`config.mk`:
```
export PLATFORM = sky130hd
export DESIGN_NAME = shortest_job_first_queue_top
export DESIGN_NICKNAME = d
export VERILOG_FILES = /design/src/hw/rtl/sjfq_pkg.sv /design/src/hw/rtl/shortest_job_first_queue_top.sv /design/src/hw/rtl/sjfq_cell.sv
export SDC_FILE = /design/constraint.sdc
export NUM_CORES = 1
export LEC_CHECK = 0
export BUFFER_PORTS_ARGS = -buffer_cell sky130_fd_sc_hd__buf_4
export CAP_MARGIN = 40
export CORE_MARGIN = 2
export CORE_UTILIZATION = 40
export DETAILED_ROUTE_END_ITERATION = 7
export GPL_TIMING_DRIVEN = 0
export MAX_ROUTING_LAYER = met4
export PLACE_DENSITY = 0.66
export SETUP_SLACK_MARGIN = 0.2
export SYNTH_ARGS = -nofsm -noshare
export SYNTH_HDL_FRONTEND = slang
export SYNTH_HIERARCHICAL = 1
export SYNTH_SLANG_ARGS = --single-unit
```
`constraint.sdc`:
```
create_clock -name clk_i -period 4.59 [get_ports clk_i]
set_input_delay 0.6885 -clock clk_i [delete_from_list [all_inputs] [get_ports clk_i]]
set_output_delay 0.6885 -clock clk_i [all_outputs]
set_load 0.01 [all_outputs]
```
`src/hw/rtl/sjfq_pkg.sv`:
```
// Shared types and constants for the shortest-job-first queue.
// Used by sjfq_cell, shortest_job_first_queue_top and sjfq_checker; no dependencies.
`timescale 1ns / 1ps

package sjfq_pkg;

  localparam int QUEUE_DEPTH = 16;
  localparam int KEY_W       = 16;
  localparam int ID_W        = 8;
  localparam int CNT_W       = $clog2(QUEUE_DEPTH + 1);
  localparam int COUNT_W     = 5;
  localparam int STATUS_W    = 2;
  localparam int IN_DATA_W   = 24;
  localparam int OUT_DATA_W  = 32;

  localparam logic REQ_ENQ = 1'b0;
  localparam logic REQ_DEQ = 1'b1;

  typedef enum logic [STATUS_W-1:0] {
    STAT_OK    = 2'd0,
    STAT_EMPTY = 2'd1,
    STAT_FULL  = 2'd2
  } status_e;

  typedef struct packed {
    logic [KEY_W-1:0] key;
    logic [ID_W-1:0]  id;
  } entry_t;

  typedef struct packed {
    logic             insert;
    logic             remove;
    logic [KEY_W-1:0] key;
    logic [ID_W-1:0]  id;
  } cell_ctrl_t;

endpackage

```
`src/hw/rtl/shortest_job_first_queue_top.sv`:
```
// Top level of the shortest-job-first queue: request decode, occupancy count,
// cell chain and result register. Depends on sjfq_pkg and sjfq_cell.
//
//  channel | dir | tdata (low bit up)                                | tuser
//  s_axis  | in  | job_len[15:0], job_id[23:16]                      | req_type
//  m_axis  | out | out_job_id[7:0], out_job_len[23:8],               | status[1:0]
//          |     | entry_count[28:24], zero[31:29]                   |
//
// One request per cycle while results are taken; each result is registered and appears in the cycle after its transfer.
// The single compare in each cell against the broadcast key sets the cycle.
// A stalled result holds in the output register and blocks new requests.
// Reset empties the queue at once; no clearing pass.
`timescale 1ns / 1ps

module shortest_job_first_queue_top (
  input  logic                                clk_i,
  input  logic                                rst_ni,
  input  logic                                s_axis_tvalid_i,
  output logic                                s_axis_tready_o,
  input  logic [sjfq_pkg::IN_DATA_W-1:0]      s_axis_tdata_i,  // job_len, job_id
  input  logic                                s_axis_tuser_i,  // req_type
  output logic                                m_axis_tvalid_o,
  input  logic                                m_axis_tready_i,
  output logic [sjfq_pkg::OUT_DATA_W-1:0]     m_axis_tdata_o,  // out_job_id, out_job_len,
                                                               // entry_count
  output logic [sjfq_pkg::STATUS_W-1:0]       m_axis_tuser_o   // status
);

  localparam int D = sjfq_pkg::QUEUE_DEPTH;

  logic [sjfq_pkg::CNT_W-1:0] count_q, count_d;
  logic                       out_valid_q;
  sjfq_pkg::status_e          status_q, status_d;
  sjfq_pkg::entry_t           result_q, result_d;
  logic [sjfq_pkg::COUNT_W-1:0] out_count_q;
  logic [sjfq_pkg::CNT_W+sjfq_pkg::COUNT_W-1:0] count_ext;

  logic                       accept;
  logic                       is_full, is_empty;
  sjfq_pkg::cell_ctrl_t       ctrl;
  sjfq_pkg::entry_t           entries [D];
  logic [D-1:0]               moves;
  logic [D-1:0]               valid;

  assign s_axis_tready_o = !out_valid_q || m_axis_tready_i;
  assign accept          = s_axis_tvalid_i && s_axis_tready_o;
  assign is_full         = (count_q == sjfq_pkg::CNT_W'(D));
  assign is_empty        = (count_q == '0);

  always_comb begin
    ctrl.key    = s_axis_tdata_i[sjfq_pkg::KEY_W-1:0];
    ctrl.id     = s_axis_tdata_i[sjfq_pkg::KEY_W +: sjfq_pkg::ID_W];
    ctrl.insert = accept && (s_axis_tuser_i == sjfq_pkg::REQ_ENQ) && !is_full;
    ctrl.remove = accept && (s_axis_tuser_i == sjfq_pkg::REQ_DEQ) && !is_empty;
  end

  for (genvar i = 0; i < D; i++) begin : g_cell
    assign valid[i] = (count_q > sjfq_pkg::CNT_W'(i));
    if (i == 0) begin : g_head
      sjfq_cell u_cell (
        .clk_i       (clk_i),
        .ctrl_i      (ctrl),
        .valid_i     (valid[i]),
        .left_i      ('0),
        .left_moves_i(1'b0),
        .right_i     (entries[i+1]),
        .entry_o     (entries[i]),
        .moves_o     (moves[i])
      );
    end else if (i == D - 1) begin : g_tail
      sjfq_cell u_cell (
        .clk_i       (clk_i),
        .ctrl_i      (ctrl),
        .valid_i     (valid[i]),
        .left_i      (entries[i-1]),
        .left_moves_i(moves[i-1]),
        .right_i     (entries[i]),
        .entry_o     (entries[i]),
        .moves_o     (moves[i])
      );
    end else begin : g_mid
      sjfq_cell u_cell (
        .clk_i       (clk_i),
        .ctrl_i      (ctrl),
        .valid_i     (valid[i]),
        .left_i      (entries[i-1]),
        .left_moves_i(moves[i-1]),
        .right_i     (entries[i+1]),
        .entry_o     (entries[i]),
        .moves_o     (moves[i])
      );
    end
  end

  always_comb begin
    count_d  = count_q;
    status_d = sjfq_pkg::STAT_OK;
    result_d = '0;
    if (s_axis_tuser_i == sjfq_pkg::REQ_ENQ) begin
      if (is_full) begin
        status_d = sjfq_pkg::STAT_FULL;
      end else begin
        count_d = count_q + sjfq_pkg::CNT_W'(1);
      end
    end else begin
      if (is_empty) begin
        status_d = sjfq_pkg::STAT_EMPTY;
      end else begin
        result_d = entries[0];
        count_d  = count_q - sjfq_pkg::CNT_W'(1);
      end
    end
  end

  assign count_ext = {{sjfq_pkg::COUNT_W{1'b0}}, count_d};

  always_ff @(posedge clk_i or negedge rst_ni) begin
    if (!rst_ni) begin
      count_q     <= '0;
      out_valid_q <= 1'b0;
    end else begin
      if (accept) begin
        count_q     <= count_d;
        out_valid_q <= 1'b1;
      end else if (m_axis_tready_i) begin
        out_valid_q <= 1'b0;
      end
    end
  end

  always_ff @(posedge clk_i) begin
    if (accept) begin
      status_q    <= status_d;
      result_q    <= result_d;
      out_count_q <= count_ext[sjfq_pkg::COUNT_W-1:0];
    end
  end

  assign m_axis_tvalid_o = out_valid_q;
  assign m_axis_tuser_o  = status_q;
  assign m_axis_tdata_o  = {3'b000, out_count_q, result_q.key, result_q.id};

endmodule

```
`src/hw/rtl/sjfq_cell.sv`:
```
// One slot of the sorted cell chain: holds a key and an id, shifts right on
// insert, left on remove. Depends on sjfq_pkg.
`timescale 1ns / 1ps

module sjfq_cell (
  input  logic                clk_i,
  input  sjfq_pkg::cell_ctrl_t ctrl_i,
  input  logic                valid_i,
  input  sjfq_pkg::entry_t    left_i,
  input  logic                left_moves_i,
  input  sjfq_pkg::entry_t    right_i,
  output sjfq_pkg::entry_t    entry_o,
  output logic                moves_o
);

  sjfq_pkg::entry_t entry_q, entry_d;

  // a slot moves right when it is empty or its key is above the new key
  assign moves_o = !valid_i || (ctrl_i.key < entry_q.key);
  assign entry_o = entry_q;

  always_comb begin
    entry_d = entry_q;
    if (ctrl_i.insert && moves_o) begin
      if (left_moves_i) begin
        entry_d = left_i;
      end else begin
        entry_d.key = ctrl_i.key;
        entry_d.id  = ctrl_i.id;
      end
    end else if (ctrl_i.remove) begin
      entry_d = right_i;
    end
  end

  always_ff @(posedge clk_i) begin
    entry_q <= entry_d;
  end

endmodule

```
**Word-level counts from Yosys, hierarchy flattened**

Index checks and enable logic that the tools add are counted.

- Output and inout bits: 36
- Input bits: 29
- Logic and storage cells: 202
- Register bits: 421

- Bitwise operators: 1
- Equality and inequality tests: 1
- Magnitude comparators: 32
- Muxes and demuxes: 53
- Reductions and logical operators: 75
- $add $sub $neg: 2

Operator list:

| kind | number |
|---|---|
| two-way mux 24 bit | 45 |
| less-than comparator 16 bit | 16 |
| greater-than comparator 5 x 4 -> 1 bit (second input constant) | 8 |
| nonzero test 2 bit | 16 |
| logical AND 1 bit | 21 |
| greater-than comparator 5 x 3 -> 1 bit (second input constant) | 4 |
| logical NOT 1 bit | 19 |
| logical OR 1 bit | 17 |
| two-way mux 5 bit | 3 |
| greater-than comparator 5 x 1 -> 1 bit (second input constant) | 2 |
| greater-than comparator 5 x 2 -> 1 bit (second input constant) | 2 |
| adder 5 x 1 -> 5 bit (second input constant) | 1 |
| == test 5 bit (second input constant) | 1 |
| logical NOT 5 bit | 1 |
| subtractor 5 x 1 -> 5 bit (second input constant) | 1 |
| two-way mux 2 bit | 2 |
| two-way mux 1 bit | 3 |
| OR reduction 2 bit | 1 |
| inverter 1 bit | 1 |

**Longest topological paths before layout**

Gate-level depths: netlist of the first run.

- Word-level depth: 7
- Mapped depth: 11
- Gate-level depth less buffers: 9

**By module**

Netlist of the first run, hierarchy kept.

By module, submodules not included:

| module | cells an instance | area each (µm²) | times used | sequential area each (µm²) |
|---|---|---|---|---|
| sjfq_cell | 137 | 1,791.7 | 16 | 720.7 |
| shortest_job_first_queue_top | 164 | 1,860.5 | 1 | 1,081.0 |

**Worst setup path after synthesis of the first run**

Ideal clock, no wire load.

- Path type: reg2reg
- Start point: register count_q[0] in the netlist's numbering
- End point: register g_cell[0].g_head.u_cell.entry_q (netlist bit g_cell[0].g_head.u_cell/entry_o[0]) (enable)
- Stages on the path, launching flop included: 10
- Buffers on the path: 2
- Setup time: 0.384 ns
- Period minus slack after synthesis: 4.240 ns
- Arrival: 3.855 ns
- Slack: 0.350 ns
- Cell sequence: dfrtp_1 -> buf_2 -> inv_1 -> ha_1 -> a31o_2 -> nor2_1 -> nor4b_1 -> a32oi_2 -> buf_6 -> nand2b_1

RTL lines:

| element | RTL line | source |
|---|---|---|
| start, declared | shortest_job_first_queue_top.sv:31 | `logic [sjfq_pkg::CNT_W-1:0] count_q, count_d;` |
| start signal, assigned | shortest_job_first_queue_top.sv:123 | `count_q <= count_d;` |
| end signal, assigned | sjfq_cell.sv:37 | `entry_q <= entry_d;` |
| end, declared | sjfq_cell.sv:16 | `sjfq_pkg::entry_t entry_q, entry_d;` |

==> results of run 1 <==
[layout make-up]
cell class / count / area [um2] / area share
Clock buffer: 61 / 1292 / 0.03776
Clock inverter: 30 / 337.8 / 0.009870
Inverter: 263 / 987.2 / 0.02884
Timing Repair Buffer: 81 / 749.5 / 0.02190
Tap cell: 978 / 1224 / 0.03575
Sequential cell: 421 / 12610 / 0.3685
Multi-Input combinational cell: 1606 / 16420 / 0.4797
Buffer: 91 / 605.6 / 0.01769
[routing by layer]
metal / routed length, um / global-route usage / up-vias / part of all wire
met3: 1995 / 0.01965 / 138 / 0.029
met2: 33360 / 0.3071 / 335 / 0.49
li1: - / - / 9121 / -
met4: 2296 / 0.06198 / 0 / 0.034
met1: 30070 / 0.2131 / 8959 / 0.44
met5: 0 / - / - / 0
[worst max-delay path: stages (launching register included)]
cell and delay (ns):
dfrtp_1 0.36, buf_2 0.21, inv_1 0.12, ha_1 0.29, a31o_2 0.30, nor2_4 0.47, buf_16 0.23, nor4b_1 0.39
a32oi_2 0.34, buf_6 0.27, nand2b_1 0.33, buf_8 0.24
[where the power goes]
| group | internal (uW) | switching (uW) |
|---|---|---|
| Clock | 2390 | 1630 |
| Combinational | 4600 | 3770 |
| Sequential | 5920 | 809 |
| Total | 12900 | 6210 |
[path summary, 6_finish.rpt]
path	end	slack [ns]	cells after the start
min in group asynchronous	count_q[2]	0.44	2
hold / removal	m_axis_tvalid_o	0.35	2
setup / recovery	g_cell[15].g_tail.u_cell/entry_o[23]	0.73	11
hold reg to reg	m_axis_tdata_o[0]	0.55	1
setup reg to reg	g_cell[15].g_tail.u_cell/entry_o[23]	0.73	11
max in group asynchronous	count_q[3]	4.02	2
[stage by stage]
stage / utilization / setup WS, ns
finish: 0.4522 / 0.7250
global route: 0.4522 / 0.4790
CTS: 0.4522 / 0.6708
detailed placement: 0.4305 / 0.3004
global placement: 0.4266 / -1.381
floorplan: - / 0.3504
[registers in the layout, indices dropped and copies added, names as in the netlist]
name and flops:
out_count_q 5, count_q 5, m_axis_tvalid_o 1, m_axis_tdata_o 24
g_cell.g_head.u_cell/entry_o 24, g_cell.g_mid.u_cell/entry_o 336, m_axis_tuser_o 2, g_cell.g_tail.u_cell/entry_o 24
[timing repair]
action,CTS,global route
resized for setup,0,0
hold endpoints to repair,6,0
hold buffers,1,0
setup buffers,0,0
setup endpoints to repair,0,0
==> results.py, run 1 <==
metrics = {
    "die": {
        "rows": 101,
        "start_util": 0.4031,
        "die_h_um": 280.2,
        "core_mm2": 0.07570,
        "dieArea_mm2": 0.07851,
        "die_w_um": 280.2,
        "ioPinCount": 65,
    },
    "cells_and_area": {
        "fillCellCount": 6800,
        "fin_area_mm2": 0.03423,
        "nets": 2788,
        "stdcell_count": 3531,
        "drive_gt1_frac": 0.3960,
        "layout_common_cells": "464 x mux2_2, 415 x edfxtp_1, 304 x mux2_4",
        "area.growth.synth_to_final_pct": 12.17,
        "final_common_cell": "mux2_2",
        "n_antenna_cell": 0,
    },
    "global_routing": {
        "antenna_found_initial": 0,
        "grt_pass1_vias": 19990,
        "grt_overflow": 0,
        "grt_usage": 0.1770,
        "grt_max_degree": 38,
        "grt_pass1_wl_mm": 107.8,
    },
    "power_and_ir_drop": {
        "p_leak_uw": 0.01478,
        "pwr_density_cell_mw_per_mm2": 558.8,
        "total_power_uw": 19130,
        "max-vdd-ir-drop_v": 0.0002928,
    },
    "timing": {
        "fin_tns_setup_ns": 0,
        "hold_slack_ns": 0.3472,
        "setup_viol": 0,
        "fin_crit_sh": 0.8420,
        "worstMarginPinSlew_ns": 0.8133,
        "clock_skew_ns": 0.02802,
        "fmax_ghz": 0.2587,
        "slew_headroom": 0.4521,
        "rsz0062_at_grt": "false",
        "hold_viol": 0,
        "finalMaxSlewViolations": 0,
        "period_minus_slack_ns": 3.865,
    },
    "cts": {
        "cts_sinks": 421,
        "htree_levels": 2,
        "cts_inserted_buffers": 49,
        "tritoncts": "yes",
        "clock_latency_ns": 0.60,
        "cts_buffer_depth": 3,
        "cts.reportedPaths.clkPinSlew_ns": 0.06,
        "clockRootBuffer": "clkbuf_16",
    },
    "worst_hold_path": {
        "min_from": "s_axis_tvalid_i",
        "hp-class": "in -> reg",
    },
    "placed_design": {
        "dp_cells": 3439,
        "place_congestion": 0.8595,
        "hpwl_mm": 53.70,
        "place_area_mm2": 0.03259,
        "io_buffers": 60,
    },
    "yosys": {
        "postSynthCellCount": 2354,
        "syn_area_mm2": 0.03052,
        "ys_warn_count": 6,
        "avgSynthCellArea_um2": 12.96,
    },
    "detailed_routing": {
        "drc_errors": 0,
        "viasPerCell": 5.254,
        "vias": 18550,
        "drt_pass1_iterations": 5,
        "totalWireLength_mm": 67.73,
        "final_antenna_net_count": 0,
        "drt_iter0_drc": 890,
        "wl_per_cell_um": 19.18,
    },
    "worst_setup_path": {
        "critPathLaunchType": "register",
        "cp-startpoint": "count_q[0]",
        "worstPathRequired_ns": 4.87,
        "cp.arrival_ns": 4.15,
        "crit_type": "reg -> reg",
        "critPathCaptureType": "register",
        "r2r-start": "count_q[0]",
        "crit_fanout": 18,
    },
    "job": {
        "max-cap-violations": 0,
    },
    "status": {
        "status": "completed",
    },
}
(Power assumes the default switching activity.)
==> run 2: changes to the inputs <==
PLACE_DENSITY = 0.68   (was 0.66)
clock period = 3.54 ns   (was 4.59 ns; I/O delays follow)
==> run 2 against run 1 <==
Critical path depth is 1 lower; sequential power is 30% higher; first-iteration DRC count is 3.1% higher; sequential share of layout area is 0.30 points lower; fmax is 19% higher; wire length is 2.1% higher; power is 29% higher; clock-buffer cell count is 4 lower; final cell count is 0.37% higher; via count is 1.2% higher; global-route usage is 0.27 points lower; clock power is 22% higher; largest cell class unchanged; largest power group unchanged.
==> results.py, run 2 (synthesis gave the netlist of run 1 again) <==
metrics = {
    "status": {
        "status": "completed",
    },
    "detailed_routing": {
        "drt_iter0_drc": 918,
        "totalWireLength_mm": 69.17,
        "wl_per_cell_um": 19.52,
        "viasPerCell": 5.295,
        "drt_pass1_iterations": 5,
        "drc_errors": 0,
        "final_antenna_net_count": 0,
        "vias": 18770,
    },
    "timing": {
        "finalMaxSlewViolations": 0,
        "worstMarginPinSlew_ns": 0.8454,
        "slew_headroom": 0.4305,
        "fmax_ghz": 0.3084,
        "rsz0062_at_grt": "true",
        "setup_viol": 0,
        "clock_skew_ns": 0.03623,
        "fin_crit_sh": 0.9160,
        "fin_tns_setup_ns": 0,
        "fin_ws_ns": 0.2974,
        "hold_viol": 0,
        "period_minus_slack_ns": 3.243,
    },
    "worst_hold_path": {
        "min_from": "s_axis_tvalid_i",
        "hp-class": "in -> reg",
    },
    "cts": {
        "clock_latency_ns": 0.60,
        "tritoncts": "yes",
        "cts_sinks": 421,
        "htree_levels": 2,
        "clockRootBuffer": "clkbuf_16",
        "cts.reportedPaths.clkPinSlew_ns": 0.06,
        "cts_inserted_buffers": 49,
        "cts_buffer_depth": 3,
    },
    "placed_design": {
        "hpwl_mm": 52.78,
        "place_congestion": 0.8909,
        "place_area_mm2": 0.03238,
        "pre_cts_slack_ns": -0.6248,
        "io_buffers": 60,
    },
    "cells_and_area": {
        "drive_gt1_frac": 0.4299,
        "fin_area_mm2": 0.03451,
        "area.growth.synth_to_final_pct": 13.09,
        "nets": 2804,
        "n_antenna_cell": 0,
        "layout_common_cells": "464 x mux2_2, 415 x edfxtp_1, 304 x mux2_4",
        "largest_register_ffs": 336,
        "final_common_cell": "mux2_2",
    },
    "power_and_ir_drop": {
        "pwr_density_cell_mw_per_mm2": 715.6,
        "max-vdd-ir-drop_v": 0.0004280,
        "p_leak_uw": 0.01490,
    },
    "die": {
        "die_h_um": 280.2,
        "die_w_um": 280.2,
        "ioPinCount": 65,
        "core_mm2": 0.07570,
        "rows": 101,
        "dieArea_mm2": 0.07851,
        "start_util": 0.4031,
    },
    "worst_setup_path": {
        "crit_end": "g_cell[8].g_mid.u_cell/entry_o[17]",
        "critPathTopFamily": "buffers and inverters",
        "worstPathRequired_ns": 3.89,
        "reg2reg_depth": 10,
        "crit_type": "reg -> reg",
        "ff2ff_setup_slack_ns": 0.30,
        "cp-startpoint": "count_q[0]",
        "crit_fanout": 16,
        "max_stage_delay_ns": 0.37,
        "r2r-start": "count_q[0]",
        "critPathCaptureType": "register",
        "worstPathCellList": "buf_2 > inv_1 > ha_1 > a31o_2 > nor2_4 > buf_16 > nor4b_1 > a32oi_2 > buf_6 > mux2_4",
        "crit_buf_inv": 4,
        "cpMaxStageDelayCell": "dfrtp_1",
        "cp.arrival_ns": 3.59,
        "cp.depth": 10,
        "critPathLaunchType": "register",
        "r2r-end": "g_cell[8].g_mid.u_cell/entry_o[17]",
    },
    "job": {
        "max-cap-violations": 0,
    },
    "global_routing": {
        "grt_pass1_wl_mm": 106.5,
        "grt_overflow": 0,
        "grt_max_degree": 38,
        "grt_pass1_vias": 19700,
        "grt_usage": 0.1743,
        "antenna_found_initial": 0,
    },
}
run 2: changes by cell type in the layout (fill, tap and decap cells not counted), moves of 5 or more:
cell,before,now
clkbuf_1,62,13
clkbuf_2,0,31
nand2b_4,0,24
buf_4,63,86
buf_8,16,0
nand2b_1,20,4
o311ai_1,16,2
o311ai_2,0,14
buf_2,6,13
clkinv_1,11,17
clkbuf_4,0,5
nor4b_1,16,11
nor4b_2,0,5
run 2: stage by stage:
stage | util | power (uW) | std cells | hold slack, ns
6_report | 0.4559 | 24690 | 3544 | 0.1609
5_1_grt | 0.4559 | 26120 | 3544 | 0.1457
4_1_cts | 0.4512 | 24610 | 3516 | 0.1287
3_5_place_dp | 0.4278 | 19530 | 3422 | 0.3418
3_3_place_gp | 0.4272 | 19000 | 3419 | 0.3398
2_1_floorplan | - | 16970 | 2381 | 0.2354
run 2: report_power, final:
| group | switching, uW | leakage [uW] | internal (uW) |
|---|---|---|---|
| combinational | 5040 | 0.0102 | 6040 |
| sequential | 1050 | 0.00400 | 7680 |
| clock | 2090 | 0.000738 | 2790 |
run 2: how the worst min path moves through the flow:
stage | cells after the start | slack (ns) | end
2_1_floorplan | 0 | 0.24 | count_q[0]
3_3_place_gp | 1 | 0.34 | m_axis_tvalid_o
3_5_place_dp | 1 | 0.34 | m_axis_tvalid_o
4_1_cts | 2 | 0.13 | m_axis_tvalid_o
5_1_grt | 2 | 0.15 | m_axis_tvalid_o
6_report | 2 | 0.16 | m_axis_tvalid_o
run 2: cell type report:
class	count	area, um2
Timing Repair Buffer	86	669.4
Inverter	263	987.2
Buffer	91	676.9
Fill cell	6715	41190
Multi-Input combinational cell	1617	16820
Tap cell	978	1224
Clock inverter	31	244.0
Sequential cell	421	12610
Clock buffer	57	1277
run 2: repair_timing:
action	CTS	global route
setup endpoints to repair	717	680
hold buffers	1	0
endpoints found under the hold margin	6	0
pin swaps	1	5
gates resized for setup	62	49
cloned	0	11
buffers inserted	5	17
run 2: per-layer routing:
layer	GRT usage	wire (um)	up-vias
li1	-	-	9138
met5	-	0	-
met4	0.05279	2326	0
met1	0.2135	30180	9107
met3	0.01874	2330	141
met2	0.3024	34330	381
run 2: worst register-to-register path: stages, from the launching register on:
cell,delay [ns]
dfrtp_1,0.37
buf_2,0.21
inv_1,0.13
ha_1,0.30
a31o_2,0.30
nor2_4,0.21
buf_16,0.19
nor4b_1,0.37
a32oi_2,0.33
buf_6,0.28
mux2_4,0.31
